## config.mk

```make
export PLATFORM = sky130hd
export DESIGN_NAME = fde_queue
export DESIGN_NICKNAME = d
export VERILOG_FILES = /design/src/rtl/fde_pkg.sv /design/src/rtl/fde_queue.sv
export SDC_FILE = /design/constraint.sdc
export NUM_CORES = 1
export LEC_CHECK = 0
export BUFFER_PORTS_ARGS = -buffer_cell sky130_fd_sc_hd__clkbuf_2
export CAP_MARGIN = 20
export CORE_MARGIN = 2
export CORE_UTILIZATION = 60
export DETAILED_ROUTE_END_ITERATION = 8
export PLACE_DENSITY = 0.83
export SYNTH_ARGS = -nofsm -noshare
export SYNTH_HDL_FRONTEND = slang
export SYNTH_SLANG_ARGS = --single-unit
```

## constraint.sdc

```tcl
create_clock -name clk -period 5.6 [get_ports clk]
set_clock_uncertainty 0.05 [all_clocks]
set_input_delay 1.4 -clock clk [delete_from_list [all_inputs] [get_ports clk]]
set_output_delay 1.4 -clock clk [all_outputs]
set_load 0.01 [all_outputs]
```

## src/rtl/fde_pkg.sv

```systemverilog
// ----------------------------------------------------------------------------
// fde_pkg
// Types and constants shared by the forward-difference edge detector.
// ----------------------------------------------------------------------------
`default_nettype none

package fde_pkg;

  localparam int PIX_W      = 8;
  localparam int GRAD_W     = 9;
  localparam int MAG_W      = 9;
  localparam int SQ_W       = 16;
  localparam int SUM_W      = 17;
  localparam int THR_W      = 9;
  localparam int THR_SQ_W   = 18;
  localparam int IMG_W_W    = 12;
  localparam int IMG_H_W    = 13;
  localparam int ROW_W      = 12;
  localparam int CFG_IDX_W  = 2;
  localparam int CFG_DATA_W = 13;

  localparam int MIN_DIM    = 2;
  localparam int MAX_HEIGHT = 4096;

  // Transaction queue between the front and back ends.
  localparam int QDEPTH   = 4;
  localparam int Q_PTR_W  = 2;
  localparam int Q_CNT_W  = 3;

  // Square root: nine radicand digit pairs, three per cycle.
  localparam int RAD_W       = 18;
  localparam int REM_W       = 12;
  localparam int ROOT_CYCLES = 3;
  localparam int ROOT_STEPS  = 3;
  localparam int STEP_W      = 2;

  // Configuration register indexes.
  localparam logic [CFG_IDX_W-1:0] REG_THRESHOLD = 2'd0;
  localparam logic [CFG_IDX_W-1:0] REG_WIDTH     = 2'd1;
  localparam logic [CFG_IDX_W-1:0] REG_HEIGHT    = 2'd2;

  localparam logic [THR_W-1:0]   THR_RESET    = 9'd30;
  localparam logic [IMG_W_W-1:0] WIDTH_RESET  = 12'd640;
  localparam logic [IMG_H_W-1:0] HEIGHT_RESET = 13'd480;

  typedef struct packed {
    logic [PIX_W-1:0] centre;
    logic [PIX_W-1:0] right;
    logic [PIX_W-1:0] below;
    logic             last;
  } fde_item_t;

  typedef struct packed {
    logic      valid;
    fde_item_t item;
  } fde_slot_t;

  typedef enum logic [1:0] {
    BK_IDLE,
    BK_SQUARE,
    BK_ROOT,
    BK_HOLD
  } back_state_t;

endpackage

`default_nettype wire

```

## src/rtl/fde_queue.sv

```systemverilog
// ----------------------------------------------------------------------------
// fde_queue
// Short first-in first-out queue that decouples the front and back ends.
// ----------------------------------------------------------------------------
`default_nettype none

module fde_queue (
  input  wire logic         clk,
  input  wire logic         rst_n,
  input  wire fde_pkg::fde_slot_t push_slot,
  output logic              full,
  input  wire logic         pop,
  output fde_pkg::fde_slot_t head
);
  import fde_pkg::*;

  fde_item_t            entry_r [QDEPTH];
  logic [Q_PTR_W-1:0]   wr_ptr_r, wr_ptr_nxt;
  logic [Q_PTR_W-1:0]   rd_ptr_r, rd_ptr_nxt;
  logic [Q_CNT_W-1:0]   count_r, count_nxt;
  logic                 push;

  assign full = (count_r == Q_CNT_W'(QDEPTH));
  assign push = push_slot.valid && !full;

  always_comb begin
    wr_ptr_nxt = push ? wr_ptr_r + Q_PTR_W'(1) : wr_ptr_r;
    rd_ptr_nxt = pop  ? rd_ptr_r + Q_PTR_W'(1) : rd_ptr_r;
    count_nxt  = count_r + Q_CNT_W'(push) - Q_CNT_W'(pop);
  end

  always_ff @(posedge clk) begin
    if (!rst_n) begin
      wr_ptr_r <= '0;
      rd_ptr_r <= '0;
      count_r  <= '0;
    end else begin
      wr_ptr_r <= wr_ptr_nxt;
      rd_ptr_r <= rd_ptr_nxt;
      count_r  <= count_nxt;
    end
  end

  always_ff @(posedge clk) begin
    if (push) begin
      entry_r[wr_ptr_r] <= push_slot.item;
    end
  end

  assign head.valid = (count_r != '0);
  assign head.item  = entry_r[rd_ptr_r];

endmodule

`default_nettype wire

```

; After elaboration in Yosys (flattened, before gate mapping)
; Memory sizes are Yosys's and may differ from the RTL's. A register that Yosys moved wholly into a read port is not among the register bits.
; Index checks and enable logic that the tools add are counted.
[totals]
ram_bits = 100
in_bits = 29
regBits = 7
out_inout_bits = 27
mem_count = 1
elab_cells = 16
[memory_table]
columns = name, depth, width, read_ports, rd_clocked_by_memory_dff, write_ports, line
row1 = entry_r, 4, 25, 1, 1, 1, fde_queue.sv:17  ; fde_item_t entry_r [QDEPTH];
[op_classes]
eq_ne = 1
n_reduce_logical = 3
muxes = 4
addsub = 4
[op_table]
columns = cell, n
row1 = "adder 2 x 1 -> 2 bit, second input constant", 2
row2 = two-way mux 2 bit, 2
row3 = adder 3 x 1 -> 3 bit, 1
row4 = "equality test 3 bit, second input constant", 1
row5 = nonzero test 3 bit, 1
row6 = subtractor 3 x 1 -> 3 bit, 1
row7 = two-way mux 1 bit, 2
row8 = logical AND 1 bit, 1
row9 = zero test 1 bit, 1

; Logic depth before layout (Yosys ltp)
; Gate-level depths: netlist (run 1).
[logic_depth]
ltp_word = 5
depth_mapped = 12
depth_no_buf = 11

; Worst setup path after synthesis (run 1)
; No wires, ideal clock.
[synth_timing]
path_kind = input to register
start = input push_slot[25] (netlist name)
end = register count_r[2]
setup_slack_ps = 2512
path_buffers = 1
required_time_ps = 5435
cell_stages = 11
arrival_ps = 2923
setup_time_ps = 115
path_cell_list = nor2b_1 > buf_2 > inv_1 > ha_1 > inv_1 > ha_1 > inv_1 > fa_1 > xnor2_1 > xnor2_1 > and2_1
[synth_via]
elab_chain_len = 3
[synth_lines]
columns = element, line
row1 = from (decl), fde_queue.sv:10  ; input wire fde_pkg::fde_slot_t push_slot,
row2 = logical AND 1 bit, fde_queue.sv:24  ; assign push = push_slot.valid && !full;
row3 = adder 3 x 1 -> 3 bit, fde_queue.sv:29  ; count_nxt = count_r + Q_CNT_W'(push) - Q_CNT_W'(pop);
row4 = subtractor 3 x 1 -> 3 bit, fde_queue.sv:29
row5 = to (signal assigned), fde_queue.sv:40  ; count_r <= count_nxt;
row6 = to (decl), fde_queue.sv:20  ; logic [Q_CNT_W-1:0] count_r, count_nxt;
; Every way passes these cells.
; A chain may end at the register's enable or synchronous reset.

==> flow_summary.ini, run 1 <==
[hold_path]
hold_depth = 2
hold_path.class = flip-flop to flip-flop
min_from = wr_ptr_r[0]
hold_end = wr_ptr_r[0]

[die]
die_area_sq_um = 7540
rows = 30
io-pin-count = 56
die_y_um = 86.8
initial_core_util_pct = 61.2
dieWidth_um = 86.8
core-area_sq_um = 6720

[clocking]
post_cts_resized = 0
cts.htree.levels = 3
cts_hold_buf = 0
root_buffer = clkbuf_8
path_clk_slew_ns = 0.09
cts.path.max_buffers = 2
cts_tree = done
postCtsSetupRepairBufs = 0
clkLatencyLatePin_ns = 0.35
numCtsBuffers = 9
clock_sinks = 109

[timing]
rsz0062_at_grt = no
tightest_slew_ns = 0.866
hold_viol = 0
max_freq_mhz = 282
finalSetupViolCount = 0
min_period_ns = 3.55
drv_slew = 0
finalCritPeriodShare_pct = 63.3
relSlewSlack_pct = 42.3
finalSetupTns_ns = 0

[setup_path]
regToRegStartpoint = count_r[1]
r2r_slack_ns = 3.20
cp-start-kind = flip-flop
reg2reg_to = count_r[2]
worstPathRequired_ns = 4.15
cp_max_fo = 25
ff2ff_path_depth = 11
cp_data_arrival_time_ns = 2.10
path_class = flip-flop to output port
cp-end-kind = output port

[drt]
first_iter_violations = 108
routed_wl_um = 6080
first_pass_iters = 5
wl_per_cell_um = 18.6
vias = 1831
drtAntennaViolNets = 0
vias_per_cell = 5.62
drcViolationCount = 0

[global_routing]
grt_overflow = 0
grt_start_max_net_pins = 26
grt_pass1_wl_um = 9340
antenna_found_initial = 0
grt_pass1_vias = 1860
grt_usage_pct = 17.2

[power_and_ir_drop]
vdd_drop_max_uv = 207
power_leakage_nw = 1.63
p_per_area_nw_per_um2 = 373
totalPowerFinal_mw = 1.73

[logic_synthesis]
avgSynthCellArea_sq_um = 23.1
ys_seq_area_share_pct = 77.3
synth-seq-cells = 109
synth.distinct_cells = 20
synthesis.nets = 214
syn_inst = 178
netlist_area_sq_um = 4120
ys_warn_count = 0

[cells_and_area]
final_cell_mix = edfxtp_1 (100), clkbuf_2 (55), mux4_2 (20)
drive_gt1_share_pct = 39.0
nets = 277
nFillCells = 415
layout_commonest_cell = edfxtp_1
synthToLayoutAreaGrowth_pct = 12.9
antenna_cells = 0

[placement]
io_buffers = 55
dpl.hpwl_um = 3800
place_congestion = 0.689

[job]
cap_viol_max_count = 0

[status]
status = completed
[through the flow]
step	instances	setup WS, ns	cell area (sq um)	hold slack (ns)	util (%)
6_report	326	2.05	4650	0.461	69.1
5_1_grt	326	1.90	4650	0.482	69.1
4_1_cts	326	1.99	4650	0.467	69.1
3_5_place_dp	310	2.20	4450	0.455	66.3
3_3_place_gp	310	2.26	4450	0.447	66.3
2_1_floorplan	178	2.51	4120	0.418	-
[kinds of logic (layout without fill, tap and decap cells)]
family	after synthesis	after routing	share of synthesized area, %
and+or+nand+nor	18	18	2.58
muxes	27	27	14.6
xor gates and xnor gates	4	4	0.851
DFF	109	109	77.3
adders and majority gates	7	7	2.31
buffers and inverters	13	81	2.28
[how the worst max path moves through the flow]
stage                        from         end  slack (ns)  cells after the start
finish                  flip-flop    head[24]        2.05                      2
global placement    push_slot[25]  count_r[2]        2.26                     11
detailed placement  push_slot[25]  count_r[2]        2.20                     11
CTS                     flip-flop    head[24]        1.99                      2
floorplan           push_slot[25]  count_r[2]        2.51                     11
global route            flip-flop    head[24]        1.90                      2
[worst max-delay path, cell delays in order, from the launching register on]
cell and delay [ns]:
dfxtp_2 0.91, mux4_1 0.68, clkbuf_2 0.16
[report_power, final]
part | leakage (nW) | total (mW) | internal (mW) | switching (mW)
registers | 0.990 | 1.02 | 0.981 | 0.0394
logic | 0.546 | 0.265 | 0.129 | 0.136
clock network | 0.0939 | 0.448 | 0.209 | 0.239
total | 1.63 | 1.73 | 1.32 | 0.415
[flip-flops by register name, indices dropped and copies added, names as in the netlist, named ones only]
register and count:
entry_r 100, rd_ptr_r 2, count_r 3, wr_ptr_r 2
[final cells by class]
type | count | area (sq um) | share of cell area [%]
clock inverter | 5 | 60.1 | 1.29
timing repair buffer | 60 | 313 | 6.73
clock buffer | 11 | 131 | 2.83
sequential | 109 | 3180 | 68.5
inverter | 5 | 18.8 | 0.404
tap | 80 | 100 | 2.15
multi-input combinational | 56 | 838 | 18.0
[cell usage after synthesis]
library cell / instances / area (sq um)
mux4_2: 20 / 450
buf_2: 3 / 15.0
or3_1: 1 / 6.26
xor2_1: 1 / 8.76
dfxtp_1: 9 / 180
and2_1: 9 / 56.3
mux4_1: 5 / 131
ha_1: 6 / 75.1
inv_1: 5 / 18.8
clkbuf_2: 1 / 5.00
xnor2_1: 3 / 26.3
edfxtp_1: 100 / 3000
fa_1: 1 / 20.0
mux2i_1: 2 / 20.0
nor3b_2: 1 / 12.5
buf_6: 1 / 11.3
nand2_1: 5 / 18.8
clkbuf_1: 1 / 3.75
nor2b_1: 2 / 12.5
buf_12: 2 / 40.0
[routing by layer]
layer  vias to the layer above  wire [um]  track usage [%]  share of wire [%]
met5                         -          0                0                  0
met2                        54       3150             27.5                 52
met4                         0         99             5.97                1.6
met3                        10        358             5.52                5.9
li1                        848          -                -                  -
met1                       919       2460             22.7                 41
No activity file was read; power rests on OpenSTA's default activity.
==> run 2, diff against run 1 <==
--- a/config.mk
+++ b/config.mk
@@ -8,9 +8,9 @@
 export BUFFER_PORTS_ARGS = -buffer_cell sky130_fd_sc_hd__clkbuf_2
 export CAP_MARGIN = 20
 export CORE_MARGIN = 2
-export CORE_UTILIZATION = 60
+export CORE_UTILIZATION = 51
 export DETAILED_ROUTE_END_ITERATION = 8
-export PLACE_DENSITY = 0.83
+export PLACE_DENSITY = 0.75
 export SYNTH_ARGS = -nofsm -noshare
 export SYNTH_HDL_FRONTEND = slang
 export SYNTH_SLANG_ARGS = --single-unit
==> constraint.sdc (replaced) <==
create_clock -name clk -period 3.1 [get_ports clk]
set_clock_uncertainty 0.05 [all_clocks]
set_input_delay 0.775 -clock clk [delete_from_list [all_inputs] [get_ports clk]]
set_output_delay 0.775 -clock clk [all_outputs]
set_load 0.01 [all_outputs]
==> run 2 against run 1 <==
Final cell count grew 7.4%. Total power grew 80%. Non-clock buffer count grew 2. Hold slack lost 0.0086 ns. First-iteration DRC count grew 86%. Critical endpoint is now head[13]. Via count shrank 0.22%. Largest cell class unchanged.
==> flow_summary.ini, run 2 (synthesis gave the netlist of run 1 again) <==
[status]
status = completed

[drt]
drtAntennaViolNets = 0
first_pass_iters = 4
drcViolationCount = 0
vias_per_cell = 5.22
wl_met3_um = 268
top_layer = met4
vias = 1827
m1WireLength_um = 2550
first_iter_violations = 201
met2WireLength_um = 3230
wl_per_cell_um = 17.6
routed_wl_um = 6150

[cells_and_area]
nets = 279
stdcell_area_sq_um = 4730
synthToLayoutAreaGrowth_pct = 14.9
layout_commonest_cell = edfxtp_1
multi_input_area_sq_um = 838
nFillCells = 568
regArea_sq_um = 3180
drive_gt1_share_pct = 40.3
layout.cells.non_filler = 350
final_cell_mix = edfxtp_1 (100), clkbuf_2 (55), mux4_2 (20)
largest_reg_flops = 100
regMostFlops = entry_r
largestRegisters = entry_r: 100 flops, count_r: 3 flops
antenna_cells = 0

[timing]
max_freq_mhz = 362
finalSetupViolCount = 0
drv_slew = 0
min_period_ns = 2.76
finalCritPeriodShare_pct = 89.2
tightest_slew_ns = 0.551
hold_ws_ns = 0.453
relSlewSlack_pct = 63.3
rsz0062_at_grt = no
setup_slack_ns = 0.336
finalSetupTns_ns = 0
hold_viol = 0

[power_and_ir_drop]
vdd_drop_max_uv = 328
p_per_area_nw_per_um2 = 661
power_leakage_nw = 1.65

[setup_path]
worstPathCellList = buf_12 > mux4_2 > clkbuf_2
cp-end-kind = output port
cp_max_fo = 14
cpPeakStageDelay_ns = 0.67
cp_data_arrival_time_ns = 1.94
cp-start-kind = flip-flop
worstPathRequired_ns = 2.27
crit_slowest_cell = dfxtp_2
path_class = flip-flop to output port

[die]
core-area_sq_um = 7770
initial_core_util_pct = 53.0
die_area_sq_um = 8800
io-pin-count = 56
die_y_um = 93.8
rows = 32
dieWidth_um = 93.8

[global_routing]
grt_start_max_net_pins = 26
grt_pass1_vias = 1923
grt_overflow = 0
grt_pass1_wl_um = 9610
antenna_found_initial = 0
grt_usage_pct = 15.3

[clocking]
cts_tree = done
cts.path.max_buffers = 2
numCtsBuffers = 9
cts_hold_buf = 0
root_buffer = clkbuf_8
postCtsSetupRepairBufs = 0
cts.htree.levels = 3
path_clk_slew_ns = 0.10
clkLatencyLatePin_ns = 0.36
clock_sinks = 109
post_cts_resized = 0

[hold_path]
hold_path.class = flip-flop to flip-flop

[job]
cap_viol_max_count = 0

[placement]
place_ws_ns = 0.574
numPlacedInstances = 334
dpl_cell_area_sq_um = 4530
io_buffers = 55
dpl.hpwl_um = 4070
place_congestion = 0.652
run 2: per-layer routing:
metal | vias up | GRT usage (%)
met3 | 8 | 4.90
met1 | 932 | 18.2
li1 | 848 | -
met5 | - | 0
met2 | 39 | 25.9
met4 | 0 | 6.16
run 2: where the power goes:
part	internal, mW	total, mW	switching (mW)
combinational	0.245	0.502	0.257
clock	0.311	0.794	0.483
sequential	1.77	1.83	0.0581
total	2.33	3.13	0.798
run 2: per-stage QoR:
| step | utilization (%) | power (mW) |
|---|---|---|
| 2_1_floorplan | - | 2.18 |
| 3_3_place_gp | 58.4 | 2.37 |
| 3_5_place_dp | 58.4 | 2.38 |
| 4_1_cts | 60.9 | 3.16 |
| 5_1_grt | 60.9 | 3.28 |
| 6_report | 60.9 | 3.13 |
run 2: cell type report:
class                      instances  share of cell area (%)
sequential                       109                    67.3
multi-input combinational         56                    17.7
timing repair buffer              62                    7.73
tap                              102                    2.70
clock buffer                       9                    2.62
clock inverter                     7                    1.48
inverter                           5                   0.397
run 2: worst max-delay path, delay by kind of cell (launching register included):
kind                   cells  cell delay [ns]
DFF                        1             0.67
muxes                      1             0.53
buffers and inverters      2             0.37
run 2: final timing paths:
| kind | start | endpoint | slack (ns) | cells after the start |
|---|---|---|---|---|
| worst max-delay path | flip-flop | head[13] | 0.34 | 3 |
| worst min-delay path | wr_ptr_r[1] | wr_ptr_r[1] | 0.45 | 2 |
| worst max register to register | count_r[1] | count_r[2] | 0.95 | 11 |
| worst min register to register | wr_ptr_r[1] | wr_ptr_r[1] | 0.45 | 2 |
==> run 3, diff against run 2 <==
--- a/config.mk
+++ b/config.mk
@@ -7,6 +7,7 @@
 export LEC_CHECK = 0
 export BUFFER_PORTS_ARGS = -buffer_cell sky130_fd_sc_hd__clkbuf_2
 export CAP_MARGIN = 20
+export CORE_ASPECT_RATIO = 0.75
 export CORE_MARGIN = 2
 export CORE_UTILIZATION = 51
 export DETAILED_ROUTE_END_ITERATION = 8
==> run 3 against run 2 <==
Final cell count grew 1.1%. Hold slack improved by 0.014 ns. Sequential power hardly changed. Wire length is 2.1% higher. Sequential share of layout area decreased by 0.054 points. Critical path depth is the same. Combinational power grew 4%. Count of clock-buffer cells in the layout up 1. Fmax rose by 1.7%. Flip-flop and latch count did not move. Non-clock buffer count rose by 2.
==> flow_summary.ini, run 3 (synthesis gave the netlist of run 1 again) <==
[clocking]
clock_sinks = 109
cts.path.max_buffers = 2
post_cts_resized = 0
path_clk_slew_ns = 0.08
clkLatencyLatePin_ns = 0.35
cts_tree = done
cts.htree.levels = 3
numCtsBuffers = 9
root_buffer = clkbuf_8
cts_hold_buf = 0
postCtsSetupRepairBufs = 0

[hold_path]
hold_path.class = flip-flop to flip-flop

[timing]
rsz0062_at_grt = no
drv_slew = 0
relSlewSlack_pct = 69.5
finalSetupTns_ns = 0
finalSetupViolCount = 0
tightest_slew_ns = 0.457
finalCritPeriodShare_pct = 87.7
hold_ws_ns = 0.467
setup_slack_ns = 0.381
max_freq_mhz = 368
min_period_ns = 2.72
hold_viol = 0

[die]
io-pin-count = 56
dieWidth_um = 108
die_area_sq_um = 8810
die_y_um = 81.8
core-area_sq_um = 7850
rows = 28
initial_core_util_pct = 52.4

[drt]
vias = 1837
drtAntennaViolNets = 0
vias_per_cell = 5.19
routed_wl_um = 6280
drcViolationCount = 0
wl_per_cell_um = 17.7
first_iter_violations = 92
first_pass_iters = 4

[setup_path]
cp_data_arrival_time_ns = 1.89
worstPathCellList = buf_4 > mux4_2 > clkbuf_2
worstPathRequired_ns = 2.27
cp_max_fo = 10
path_class = flip-flop to output port
cpPeakStageDelay_ns = 0.56
cp-end-kind = output port
crit_slowest_cell = mux4_2
cp-start-kind = flip-flop

[power_and_ir_drop]
power_leakage_nw = 1.66
combPwrFrac_pct = 16.2
p_int_mw = 2.47
seqPwrFrac_pct = 56.8
vdd_drop_max_uv = 424
pwr-share-clk_pct = 27.1
p_sw_share_pct = 23.3
switchingPower_mw = 0.750
p_per_area_nw_per_um2 = 680

[cells_and_area]
regMostFlops = entry_r
final_cell_mix = edfxtp_1 (100), clkbuf_2 (55), mux4_2 (20)
largestRegisters = entry_r: 100 flops, count_r: 3 flops
layout.cells.non_filler = 354
multi_input_area_sq_um = 838
regArea_sq_um = 3180
nFillCells = 589
layout_commonest_cell = edfxtp_1
antenna_cells = 0
synthToLayoutAreaGrowth_pct = 15.0
nets = 281
drive_gt1_share_pct = 39.8
finalCoreUtilization_pct = 60.3
largest_reg_flops = 100

[global_routing]
grt_overflow = 0
grt_start_max_net_pins = 26
antenna_found_initial = 0
grt_pass1_wl_um = 9690
grt_usage_pct = 15.4
grt_pass1_vias = 1827

[placement]
io_buffers = 55
place_ws_ns = 0.589
place_congestion = 0.807
numPlacedInstances = 339

[status]
status = completed

[job]
cap_viol_max_count = 0
-- run 3: worst max-delay path: cells and delay by family, from the launching register on --
family / cells / cell delay, ns
buf+inv: 2 / 0.45
flops: 1 / 0.52
mux: 1 / 0.56
-- run 3: area by class of cell --
cell class / instances / area share (%)
clock buffers: 10 / 2.70
clock inverters: 5 / 1.61
inverters: 5 / 0.397
multi-input cells: 56 / 17.7
flip-flops and latches: 109 / 67.3
well taps: 105 / 2.78
repair buffers: 64 / 7.51
-- run 3: power by group through the flow --
stage               logic [mW]  clock network (mW)  registers [mW]
finish                   0.520               0.871            1.83
CTS                      0.531               0.893            1.83
global route             0.572               0.945            1.84
detailed placement       0.529                   0            1.86
floorplan                0.344                   0            1.84
global placement         0.521                   0            1.85
-- run 3: routing by layer --
layer  vias up  GRT usage (%)  share of wire [%]
li1        853              -                  -
met1       921           20.9                 45
met2        56           23.8                 48
met3         7           4.76                6.5
met4         0           5.77               0.99
met5         -              0                  0
-- run 3: worst paths after layout --
kind / from / endpoint / cells past startpoint / slack, ns
worst max-delay path: flip-flop / head[19] / 3 / 0.38
worst min-delay path: wr_ptr_r[1] / wr_ptr_r[1] / 2 / 0.47
worst max register to register: count_r[1] / count_r[2] / 11 / 0.90
worst min register to register: wr_ptr_r[1] / wr_ptr_r[1] / 2 / 0.47
-- run 3: stage by stage --
stage	cell area, sq um	power [mW]
5_1_grt	4730	3.36
3_5_place_dp	4530	2.39
6_report	4730	3.22
4_1_cts	4730	3.25
2_1_floorplan	4120	2.18
3_3_place_gp	4530	2.37
