## config.mk

```make
export PLATFORM = sky130hd
export DESIGN_NAME = fde_back
export DESIGN_NICKNAME = d
export VERILOG_FILES = /design/src/rtl/fde_pkg.sv /design/src/rtl/fde_back.sv
export SDC_FILE = /design/constraint.sdc
export NUM_CORES = 1
export LEC_CHECK = 0
export BUFFER_PORTS_ARGS = -buffer_cell sky130_fd_sc_hd__buf_2
export CORE_AREA = 2 2 179 181
export CTS_CLUSTER_SIZE = 30
export DETAILED_ROUTE_END_ITERATION = 7
export DIE_AREA = 0 0 181 183
export GPL_TIMING_DRIVEN = 0
export HOLD_SLACK_MARGIN = 0.15
export PLACE_DENSITY = 0.67
export SLEW_MARGIN = 10
export SYNTH_ARGS = -nofsm -noshare
export SYNTH_HDL_FRONTEND = slang
export SYNTH_SLANG_ARGS = --single-unit
```

## constraint.sdc

```tcl
create_clock -name clk -period 7 [get_ports clk]
set_input_delay 1.4 -clock clk [delete_from_list [all_inputs] [get_ports clk]]
set_output_delay 1.4 -clock clk [all_outputs]
set_load 0.05 [all_outputs]
```

## src/rtl/fde_pkg.sv

```systemverilog
// ----------------------------------------------------------------------------
// fde_pkg
// Types and constants shared by the forward-difference edge detector.
// ----------------------------------------------------------------------------
`default_nettype none

package fde_pkg;

  localparam int PIX_W      = 8;
  localparam int GRAD_W     = 9;
  localparam int MAG_W      = 9;
  localparam int SQ_W       = 16;
  localparam int SUM_W      = 17;
  localparam int THR_W      = 9;
  localparam int THR_SQ_W   = 18;
  localparam int IMG_W_W    = 12;
  localparam int IMG_H_W    = 13;
  localparam int ROW_W      = 12;
  localparam int CFG_IDX_W  = 2;
  localparam int CFG_DATA_W = 13;

  localparam int MIN_DIM    = 2;
  localparam int MAX_HEIGHT = 4096;

  // Transaction queue between the front and back ends.
  localparam int QDEPTH   = 4;
  localparam int Q_PTR_W  = 2;
  localparam int Q_CNT_W  = 3;

  // Square root: nine radicand digit pairs, three per cycle.
  localparam int RAD_W       = 18;
  localparam int REM_W       = 12;
  localparam int ROOT_CYCLES = 3;
  localparam int ROOT_STEPS  = 3;
  localparam int STEP_W      = 2;

  // Configuration register indexes.
  localparam logic [CFG_IDX_W-1:0] REG_THRESHOLD = 2'd0;
  localparam logic [CFG_IDX_W-1:0] REG_WIDTH     = 2'd1;
  localparam logic [CFG_IDX_W-1:0] REG_HEIGHT    = 2'd2;

  localparam logic [THR_W-1:0]   THR_RESET    = 9'd30;
  localparam logic [IMG_W_W-1:0] WIDTH_RESET  = 12'd640;
  localparam logic [IMG_H_W-1:0] HEIGHT_RESET = 13'd480;

  typedef struct packed {
    logic [PIX_W-1:0] centre;
    logic [PIX_W-1:0] right;
    logic [PIX_W-1:0] below;
    logic             last;
  } fde_item_t;

  typedef struct packed {
    logic      valid;
    fde_item_t item;
  } fde_slot_t;

  typedef enum logic [1:0] {
    BK_IDLE,
    BK_SQUARE,
    BK_ROOT,
    BK_HOLD
  } back_state_t;

endpackage

`default_nettype wire

```

## src/rtl/fde_back.sv

```systemverilog
// ----------------------------------------------------------------------------
// fde_back
// Gradient arithmetic: differences, sum of squares, integer square root and
// threshold test, with a registered result stage.
// ----------------------------------------------------------------------------
`default_nettype none

module fde_back (
  input  wire logic                        clk,
  input  wire logic                        rst_n,
  input  wire fde_pkg::fde_slot_t          head,
  output logic                             pop,
  input  wire logic [fde_pkg::THR_W-1:0]   edge_threshold,
  output logic                             out_valid,
  input  wire logic                        out_stall,
  output logic signed [fde_pkg::GRAD_W-1:0] out_grad_down,
  output logic signed [fde_pkg::GRAD_W-1:0] out_grad_right,
  output logic [fde_pkg::MAG_W-1:0]        out_magnitude,
  output logic                             out_is_edge,
  output logic                             out_last_of_frame
);
  import fde_pkg::*;

  back_state_t              state_r, state_nxt;
  logic signed [GRAD_W-1:0] gd_r, gd_nxt, gr_r, gr_nxt;
  logic                     last_r, last_nxt;
  logic [SUM_W-1:0]         sum_r, sum_nxt;
  logic [THR_SQ_W-1:0]      thr_sq_r, thr_sq_nxt;
  logic [RAD_W-1:0]         rad_r, rad_nxt;
  logic [REM_W-1:0]         rem_r, rem_nxt;
  logic [MAG_W-1:0]         root_r, root_nxt;
  logic [STEP_W-1:0]        step_r, step_nxt;
  logic                     out_valid_r, out_valid_nxt;
  logic signed [GRAD_W-1:0] out_gd_r, out_gd_nxt, out_gr_r, out_gr_nxt;
  logic [MAG_W-1:0]         out_mag_r, out_mag_nxt;
  logic                     out_edge_r, out_edge_nxt;
  logic                     out_last_r, out_last_nxt;

  logic                     out_free;
  logic signed [2*GRAD_W-1:0] sq_d, sq_r;
  logic [RAD_W-1:0]         rad_step;
  logic [REM_W-1:0]         rem_step;
  logic [MAG_W-1:0]         root_step;

  assign out_free = !out_valid_r || !out_stall;
  assign sq_d     = gd_r * gd_r;
  assign sq_r     = gr_r * gr_r;

  // Three digit pairs of the restoring square root per cycle.
  always_comb begin
    logic [RAD_W-1:0] rad_v;
    logic [REM_W-1:0] rem_v;
    logic [REM_W-1:0] trial_v;
    logic [MAG_W-1:0] root_v;
    rad_v  = rad_r;
    rem_v  = rem_r;
    root_v = root_r;
    for (int k = 0; k < ROOT_STEPS; k++) begin
      rem_v   = {rem_v[REM_W-3:0], rad_v[RAD_W-1 -: 2]};
      rad_v   = {rad_v[RAD_W-3:0], 2'b00};
      trial_v = REM_W'({root_v, 2'b01});
      if (rem_v >= trial_v) begin
        rem_v  = rem_v - trial_v;
        root_v = {root_v[MAG_W-2:0], 1'b1};
      end else begin
        root_v = {root_v[MAG_W-2:0], 1'b0};
      end
    end
    rad_step  = rad_v;
    rem_step  = rem_v;
    root_step = root_v;
  end

  always_comb begin
    state_nxt = state_r;
    unique case (state_r)
      BK_IDLE: begin
        if (head.valid) begin
          state_nxt = BK_SQUARE;
        end
      end
      BK_SQUARE: state_nxt = BK_ROOT;
      BK_ROOT: begin
        if (step_r == STEP_W'(ROOT_CYCLES - 1)) begin
          state_nxt = BK_HOLD;
        end
      end
      BK_HOLD: begin
        if (out_free) begin
          state_nxt = BK_IDLE;
        end
      end
      default: state_nxt = BK_IDLE;
    endcase
  end

  always_comb begin
    pop          = 1'b0;
    gd_nxt       = gd_r;
    gr_nxt       = gr_r;
    last_nxt     = last_r;
    sum_nxt      = sum_r;
    thr_sq_nxt   = thr_sq_r;
    rad_nxt      = rad_r;
    rem_nxt      = rem_r;
    root_nxt     = root_r;
    step_nxt     = step_r;
    out_gd_nxt   = out_gd_r;
    out_gr_nxt   = out_gr_r;
    out_mag_nxt  = out_mag_r;
    out_edge_nxt = out_edge_r;
    out_last_nxt = out_last_r;
    out_valid_nxt = out_valid_r && out_stall;
    unique case (state_r)
      BK_IDLE: begin
        pop      = head.valid;
        gd_nxt   = GRAD_W'({1'b0, head.item.below}) - GRAD_W'({1'b0, head.item.centre});
        gr_nxt   = GRAD_W'({1'b0, head.item.right}) - GRAD_W'({1'b0, head.item.centre});
        last_nxt = head.item.last;
      end
      BK_SQUARE: begin
        sum_nxt    = SUM_W'(sq_d[SQ_W-1:0]) + SUM_W'(sq_r[SQ_W-1:0]);
        thr_sq_nxt = THR_SQ_W'(edge_threshold) * THR_SQ_W'(edge_threshold);
        rad_nxt    = RAD_W'(sum_nxt);
        rem_nxt    = '0;
        root_nxt   = '0;
        step_nxt   = '0;
      end
      BK_ROOT: begin
        rad_nxt  = rad_step;
        rem_nxt  = rem_step;
        root_nxt = root_step;
        step_nxt = step_r + STEP_W'(1);
      end
      BK_HOLD: begin
        if (out_free) begin
          out_valid_nxt = 1'b1;
          out_gd_nxt    = gd_r;
          out_gr_nxt    = gr_r;
          out_mag_nxt   = root_r;
          out_edge_nxt  = THR_SQ_W'(sum_r) > thr_sq_r;
          out_last_nxt  = last_r;
        end
      end
      default: pop = 1'b0;
    endcase
  end

  always_ff @(posedge clk) begin
    if (!rst_n) begin
      state_r     <= BK_IDLE;
      step_r      <= '0;
      out_valid_r <= 1'b0;
    end else begin
      state_r     <= state_nxt;
      step_r      <= step_nxt;
      out_valid_r <= out_valid_nxt;
    end
  end

  always_ff @(posedge clk) begin
    gd_r       <= gd_nxt;
    gr_r       <= gr_nxt;
    last_r     <= last_nxt;
    sum_r      <= sum_nxt;
    thr_sq_r   <= thr_sq_nxt;
    rad_r      <= rad_nxt;
    rem_r      <= rem_nxt;
    root_r     <= root_nxt;
    out_gd_r   <= out_gd_nxt;
    out_gr_r   <= out_gr_nxt;
    out_mag_r  <= out_mag_nxt;
    out_edge_r <= out_edge_nxt;
    out_last_r <= out_last_nxt;
  end

  assign out_valid         = out_valid_r;
  assign out_grad_down     = out_gd_r;
  assign out_grad_right    = out_gr_r;
  assign out_magnitude     = out_mag_r;
  assign out_is_edge       = out_edge_r;
  assign out_last_of_frame = out_last_r;

endmodule

`default_nettype wire

```

# Yosys cells after proc, flatten, opt, wreduce, memory -nomap -nowiden
# Cells that the tools add are included.
[word_totals]
inputBits = 38
word_cells = 62
reg_bits = 125
[op_classes]
eq_ne = 7
multipliers = 3
n_reduce_logical = 8
muxes = 17
magnitude_cmp = 4
n_addsub = 7
[ops]
columns = ["op", "count"]
rows = [
  ["greater-or-equal comparator 12 x 11 -> 1 bit", 3],
  ["case mux 18 bit (2 select lines)", 1],
  ["multiplier 9 x 9 -> 16 bit", 2],
  ["two-way mux 10 bit", 3],
  ["subtractor 10 bit", 3],
  ["case mux 10 bit (2 select lines)", 1],
  ["> comparator 17 x 18 -> 1 bit", 1],
  ["multiplier 9 x 9 -> 18 bit", 1],
  ["case mux 9 bit (2 select lines)", 1],
  ["subtractor 8 x 8 -> 9 bit", 2],
  ["adder 16 x 16 -> 17 bit", 1],
  ["case mux 2 bit (4 select lines)", 1],
  ["== test 2 bit (second input constant)", 3],
  ["two-way mux 1 bit", 6],
  ["two-way mux 2 bit", 3],
  ["inequality test 2 bit (second input constant)", 3],
  ["case mux 2 bit (2 select lines)", 1],
  ["AND reduction 3 bit", 1],
  ["adder 2 x 1 -> 2 bit (second input constant)", 1],
  ["== test 2 x 1 -> 1 bit (second input constant)", 1],
  ["logical NOT 1 bit", 2],
  ["logical NOT 2 bit", 1],
  ["AND reduction 2 bit", 1],
  ["nonzero test 2 bit", 1],
  ["2 further kinds", 2],
]

# Longest topological paths before layout
# Gate-level depths: netlist (run 1).
[logic_depth]
depth_word = 7
ltp_mapped = 37

# Least setup slack after synthesis (run 1)
# OpenSTA, ideal clock, no wires.
[synth_path]
path_type = "reg2reg"
from = "reg root_r[1]"
to = "reg rem_r[6] (data pin)"
t_arrival_ps = 6051
t_required_ps = 6728
path_buffers = 5
slack_ps = 678
stages_incl_launch_ff = 32
cell_sequence = "edfxtp_1 -> inv_1 -> ha_1 -> a21oi_1 -> o21ai_1 -> a21oi_1 -> o21ai_1 -> buf_2 -> buf_1 -> o21ai_0 -> inv_1 -> ha_1 -> and4_1 -> nor2b_1 -> nand2_1 -> o22ai_2 -> nand2b_1 -> a21o_1 -> buf_4 -> mux2_2 -> ha_1 -> clkbuf_1 -> and3_1 -> nand3_1 -> or4b_2 -> inv_1 -> a21oi_1 -> nand3_2 -> o41ai_4 -> buf_6 -> and3_1 -> or4_1"
[synth_between]
elab_chain_cells = 7
elab_cells_between_ends = 12
cone_classes = "add/sub: 3; order compare: 3; mux: 6"
[synth_rtl]
columns = ["item", "line", "rtl"]
rows = [
  ["from (decl)", "fde_back.sv:31", "logic [MAG_W-1:0] root_r, root_nxt;"],
  ["from (signal assigned)", "fde_back.sv:169", "root_r <= root_nxt;"],
  ["subtractor 10 bit or greater-or-equal comparator 12 x 11 -> 1 bit (tied branches)", "fde_back.sv:63, fde_back.sv:62", ""],
  ["two-way mux 10 bit or two-way mux 1 bit (tied branches)", "fde_back.sv:62", "if (rem_v >= trial_v) begin"],
  ["greater-or-equal comparator 12 x 11 -> 1 bit or subtractor 10 bit (tied branches)", "fde_back.sv:62, fde_back.sv:63", ""],
  ["two-way mux 10 bit or two-way mux 1 bit (tied branches)", "fde_back.sv:62", ""],
  ["subtractor 10 bit or greater-or-equal comparator 12 x 11 -> 1 bit (tied branches)", "fde_back.sv:63, fde_back.sv:62", ""],
  ["two-way mux 10 bit *", "fde_back.sv:62", ""],
  ["case mux 10 bit (2 select lines) *", "fde_back.sv:114", "unique case (state_r)"],
  ["to (signal assigned)", "fde_back.sv:168", "rem_r <= rem_nxt;"],
  ["to (decl)", "fde_back.sv:30", "logic [REM_W-1:0] rem_r, rem_nxt;"],
]
# Every way passes the cells marked *; elsewhere a longest branch is shown, timed or not.
# A chain may end at the register's enable or synchronous reset.

# Final worst setup path (run 1)
[layout_path]
from = "reg rad_r[16]"
to = "reg rem_r[6] (data pin)"
[layout_between]
elab_chain_cells = 7
elab_cells_between_ends = 12
cone_classes = "add/sub: 3; order compare: 3; mux: 6"
[layout_rtl]
columns = ["item", "line", "rtl"]
rows = [
  ["from (decl)", "fde_back.sv:29", "logic [RAD_W-1:0] rad_r, rad_nxt;"],
  ["from (signal assigned)", "fde_back.sv:167", "rad_r <= rad_nxt;"],
  ["subtractor 10 bit or greater-or-equal comparator 12 x 11 -> 1 bit (tied branches)", "fde_back.sv:63, fde_back.sv:62", ""],
  ["two-way mux 10 bit or two-way mux 1 bit (tied branches)", "fde_back.sv:62", ""],
  ["subtractor 10 bit or greater-or-equal comparator 12 x 11 -> 1 bit (tied branches)", "fde_back.sv:63, fde_back.sv:62", ""],
  ["two-way mux 10 bit or two-way mux 1 bit (tied branches)", "fde_back.sv:62", ""],
  ["subtractor 10 bit or greater-or-equal comparator 12 x 11 -> 1 bit (tied branches)", "fde_back.sv:63, fde_back.sv:62", ""],
  ["two-way mux 10 bit *", "fde_back.sv:62", ""],
  ["case mux 10 bit (2 select lines) *", "fde_back.sv:114", ""],
]
# Marked as above.

==> flow_summary.yaml, run 1 <==
setup_path:
  crit_slowest_cell: "or4b_2"
  critPathRequiredTime_ns: 7.15
  end_kind: "register"
  path_class: "register to register"
  arrival_ns: 6.80
  cp_max_fo: 9
  max_stage_delay_ns: 0.64
  cpMostUsedCell: "inv_1"
  cp-start-kind: "register"
routing:
  vias: 9644
  drc: 0
  wire_per_inst_um: 14.74
  wirelength_mm: 27.95
  vias_per_cell: 5.086
  drt-initial-drc-count: 442
  ant_nets: 0
  first_pass_iters: 5
yosys:
  ys_types: 67
  synth_edf_count: 119
  ys_seq_elements: 124
  synth.net_count: 1732
  yosysSeqAreaShare: 0.2641
  synth_cells: 1368
  synth.top_cells.by_area: "edfxtp_1, fa_1, ha_1"
  synthDominantCellAreaShare: 0.2569
  synth.largest_area_cell: "edfxtp_1"
  yosysWarningCount: 0
  yosys_most_used_dff: "edfxtp_1"
  syn_avg_cell_area_um2: 10.17
  synthArstFlopShare: 0
  syn_area_um2: 13910
floorplan:
  core_area_um2: 31230
  dieArea_um2: 33120
  num_rows: 65
  die_h_um: 183
  initial_core_util: 0.4454
  die_w_um: 181
  num_io_pins: 69
clock_network:
  clkTransAtPathRegs_ns: 0.07
  cts.sinks: 124
  cts_buffers: 17
  cts_root_buf: "clkbuf_16"
  ctsHoldBuffers: 0
  worstSkewPairLatency_ns: 0.43
  h-tree-depth: 4
  clockBufferDepth: 2
  cts_tree: "done"
sta:
  fin_crit_ns: 6.647
  finalHoldViolations: 0
  setup_viol: 0
  fin_crit_sh: 0.9496
  slew_viol_final: 0
  worst_slew_pin_slew_ns: 0.8534
  fmax_ghz: 0.1504
  slew_headroom: 0.4310
  worst_clock_skew_ns: 0.01276
  finalSetupTns_ns: 0
layout:
  multi_input_area_um2: 9278
  area_delta_synth_final_pct: 12.84
  nets: 1845
  layout_commonest_cell: "inv_1"
  antenna_cells: 0
  fin_area_um2: 15700
  drive_above_1_share: 0.1258
  seq_area_um2: 3674
  layout_common_cells: "inv_1, ha_1, fa_1"
  n_fill_cell: 2859
grt:
  grtUsageTotal: 0.1791
  grt_pass1_wl_mm: 47.89
  grt_max_degree: 38
  grt.overflow.total: 0
  grt_pass1_vias: 10160
  antenna_found_initial: 0
placed_design:
  place_hpwl_mm: 22.27
  gp_congestion: 0.8857
  placed_area_um2: 14810
  io_buffers: 68
min_path:
  hp-class: "register to register"
flow_run:
  cap_violations: 0
outcome:
  status: "completed"
-- routing by layer --
| metal | up-vias | track usage | part of all wire |
|---|---|---|---|
| met3 | 26 | 0.02979 | 0.030 |
| met5 | - | 0 | 0 |
| li1 | 4748 | - | - |
| met2 | 146 | 0.3234 | 0.51 |
| met1 | 4724 | 0.2219 | 0.44 |
| met4 | 0 | 0.05008 | 0.017 |
-- per-stage QoR --
step | cells | utilization | hold slack [ns] | setup WS [ns]
2_1_floorplan | 1368 | - | 0.4003 | 0.6776
3_3_place_gp | 1838 | 0.4724 | 0.4184 | -0.2933
3_5_place_dp | 1840 | 0.4742 | 0.4077 | -0.4160
4_1_cts | 1871 | 0.4936 | 0.4310 | 0.03379
5_1_grt | 1896 | 0.5026 | 0.4342 | -0.03770
6_report | 1896 | 0.5026 | 0.4246 | 0.3528
-- worst max-delay path, delay by kind of cell, from the launching register on --
family	cells	cell delay (ns)
AOI/OAI and AO/OA	8	1.17
adders and majority gates	3	0.89
buffers and inverters	8	0.98
DFF	1	0.37
muxes	1	0.40
and+or+nand+nor	12	2.51
-- worst paths after layout --
path | cells after the start | slack, ns | from | end
max reg2reg | 32 | 0.35 | rad_r[16] | rem_r[6]
max | 32 | 0.35 | rad_r[16] | rem_r[6]
min reg2reg | 0 | 0.42 | last_r | out_last_of_frame
min | 0 | 0.42 | last_r | out_last_of_frame
-- sequential cells by signal (all words and copies together), names as in the netlist --
signal             flops
gd_r                   9
gr_r                   9
last_r                 1
out_grad_down          9
out_grad_right         9
out_is_edge            1
out_last_of_frame      1
out_magnitude          9
out_valid              1
rad_r                 18
rem_r                 10
root_r                 9
state_r                2
step_r                 2
sum_r                 17
thr_sq_r              17
-- cells by family (layout without fill, tap and decap cells) --
family	count (synthesis)	in the layout	share of synthesized area
xor+xnor	97	97	0.06107
buf+inv	274	400	0.07573
fa+ha+maj	326	326	0.3704
mux	11	11	0.008725
flops	124	124	0.2641
simple gates	318	318	0.1185
compound gates	218	218	0.1015
-- layout make-up --
| type | instances | share of cell area |
|---|---|---|
| multi-input cells | 970 | 0.5911 |
| clock inverters | 15 | 0.01044 |
| plain buffers | 20 | 0.007413 |
| repair buffers | 100 | 0.03858 |
| clock buffers | 17 | 0.02710 |
| flip-flops and latches | 124 | 0.2340 |
| inverters | 248 | 0.05931 |
| well taps | 402 | 0.03204 |
-- synthesized netlist by cell type (all sizes together) (6+ instances only) --
cell type  number
and3            8
inv           248
o21bai         12
xnor2          67
nor2           54
ha            183
mux2            9
buf             7
fa            143
nand2b         13
and2           78
nor2b          36
clkbuf         19
nand2          82
edfxtp        119
o31ai           6
nand3          12
a21o           40
xor2           30
a211oi          9
o21a            9
o21ai          41
nor3           12
a21oi          69
-- timing repair --
item / in CTS / in global routing
setup buffers: 0 / 30
gates resized for setup: 8 / 31
setup endpoints to repair: 10 / 14
hold endpoints to repair: 0 / 0
pin swaps: 0 / 5
cloned: 0 / 0
Power of run 1 is left out: the tool's default activity adds up to more than one toggle a clock period on the data nets, which glitch-free logic cannot reach.
==> inputs of run 2 (changes only) <==
--- a/config.mk
+++ b/config.mk
@@ -13,6 +13,7 @@
 export GPL_TIMING_DRIVEN = 0
 export HOLD_SLACK_MARGIN = 0.15
 export PLACE_DENSITY = 0.67
+export RECOVER_POWER = 100
 export SLEW_MARGIN = 10
 export SYNTH_ARGS = -nofsm -noshare
 export SYNTH_HDL_FRONTEND = slang
==> run 2 against run 1 <==
The run now ends with max-capacitance violations, max-slew violations left. Setup slack better by 0.0053 ns. Hold slack about the same. Sequential cell count unchanged. Utilization down 0.36 points. Count of clock-buffer cells in the layout unchanged. Clock skew about the same. Sequential share of layout area up 0.17 points. Critical path depth unchanged. Final cell count unchanged. Non-clock buffer count unchanged. Via count about the same. Largest cell class unchanged.
==> flow_summary.yaml, run 2 (synthesis results as in run 1) <==
layout:
  nets: 1845
  fin_util: 0.4990
  layout_common_cells: "inv_1, ha_1, fa_1"
  drive_above_1_share: 0.09572
  layout_commonest_cell: "inv_1"
  area_delta_synth_final_pct: 12.03
  antenna_cells: 0
  largest_registers: "rad_r (18), sum_r (17), thr_sq_r (17)"
  largest_reg_flops: 18
  top_register: "rad_r"
floorplan:
  core_area_um2: 31230
  dieArea_um2: 33120
  num_rows: 65
  num_io_pins: 69
  initial_core_util: 0.4454
  die_w_um: 181
  die_h_um: 183
setup_path:
  cp_max_fo: 9
  arrival_ns: 6.80
  path_class: "register to register"
  cpMostUsedCell: "inv_1"
  end_kind: "register"
  max_stage_delay_ns: 0.64
  cp-start-kind: "register"
  critPathRequiredTime_ns: 7.16
  crit_slowest_cell: "or4b_2"
clock_network:
  worstSkewPairLatency_ns: 0.43
  cts_tree: "done"
  clockBufferDepth: 2
  cts.sinks: 124
  cts_buffers: 17
  cts_root_buf: "clkbuf_16"
  clkTransAtPathRegs_ns: 0.07
  ctsHoldBuffers: 0
  h-tree-depth: 4
grt:
  grt_pass1_wl_mm: 47.89
  antenna_found_initial: 0
  grt_max_degree: 38
  grt_pass1_vias: 10160
  grt.overflow.total: 0
  grtUsageTotal: 0.1791
flow_run:
  cap_violations: 3
routing:
  wirelength_mm: 28.02
  wire_per_inst_um: 14.78
  drc: 0
  vias: 9643
  first_pass_iters: 5
  ant_nets: 0
  drt-initial-drc-count: 421
  vias_per_cell: 5.086
sta:
  fmax_ghz: 0.1506
  setup_viol: 0
  slew_viol_final: 84
  slew_headroom: -0.4050
  worst_slew_pin_slew_ns: 2.107
  worst_clock_skew_ns: 0.01286
  finalHoldViolations: 0
  fin_crit_sh: 0.9488
  fin_crit_ns: 6.642
placed_design:
  gp_congestion: 0.8857
  place_hpwl_mm: 22.27
  io_buffers: 68
min_path:
  hp-class: "register to register"
outcome:
  status: "complete, but fails checks"
  violations: "max-capacitance violations, max-slew violations"
run 2: cell count changes in the layout (fill, tap and decap cells not counted):
cell | before | now
ha_1 | 179 | 181
buf_4 | 32 | 27
a21boi_0 | 1 | 2
and2_1 | 78 | 64
buf_12 | 2 | 0
buf_2 | 72 | 37
ha_2 | 2 | 0
a21boi_4 | 1 | 0
clkbuf_1 | 8 | 50
and2_0 | 0 | 14
run 2: path summary, 6_finish.rpt:
path,start,to,slack [ns],depth (start not counted)
min reg2reg,last_r,out_last_of_frame,0.42,0
max reg2reg,rad_r[16],rem_r[6],0.36,32
max,rad_r[16],rem_r[6],0.36,32
min,last_r,out_last_of_frame,0.42,0
run 2: routing by layer:
| layer | up-vias | wire [um] | share of wire | GRT usage |
|---|---|---|---|---|
| li1 | 4753 | - | - | - |
| met1 | 4710 | 12300 | 0.44 | 0.2219 |
| met2 | 150 | 14350 | 0.51 | 0.3234 |
| met3 | 30 | 852 | 0.030 | 0.02979 |
| met4 | 0 | 518 | 0.018 | 0.05008 |
| met5 | - | 0 | 0 | 0 |
run 2: layout make-up:
type / count / area [um2]
repair buffers: 100 / 510.5
inverters: 248 / 930.9
multi-input cells: 970 / 9261
clock buffers: 17 / 425.4
well taps: 402 / 503.0
flip-flops and latches: 124 / 3674
clock inverters: 15 / 163.9
plain buffers: 20 / 116.4
fillers: 2881 / 15650
run 2: through the flow:
step / instance area (um2) / cells / setup slack [ns] / hold slack [ns] / setup TNS (ns)
5_1_grt: 15580 / 1896 / -0.03770 / 0.4342 / -0.04714
2_1_floorplan: 13910 / 1368 / 0.6776 / 0.4003 / 0
3_5_place_dp: 14810 / 1840 / -0.4160 / 0.4077 / -2.033
4_1_cts: 15420 / 1871 / 0.03379 / 0.4310 / 0
6_report: 15580 / 1896 / 0.3581 / 0.4246 / 0
3_3_place_gp: 14750 / 1838 / -0.2933 / 0.4184 / -1.010
run 2: repair_timing:
| item | CTS | global route |
|---|---|---|
| hold endpoints to repair | 0 | 0 |
| setup buffers | 0 | 30 |
| pin swaps | 0 | 5 |
| resized for setup | 8 | 31 |
| endpoints found under the setup margin | 10 | 14 |
run 2: worst max-delay path: cells and delay by family (launching register included):
kind                       cells  cell delay, ns
and+or+nand+nor               12            2.52
DFF                            1            0.37
muxes                          1            0.40
buffers and inverters          8            0.98
AOI/OAI and AO/OA              8            1.17
adders and majority gates      3            0.89
Power of run 2 is left out for the same reason.
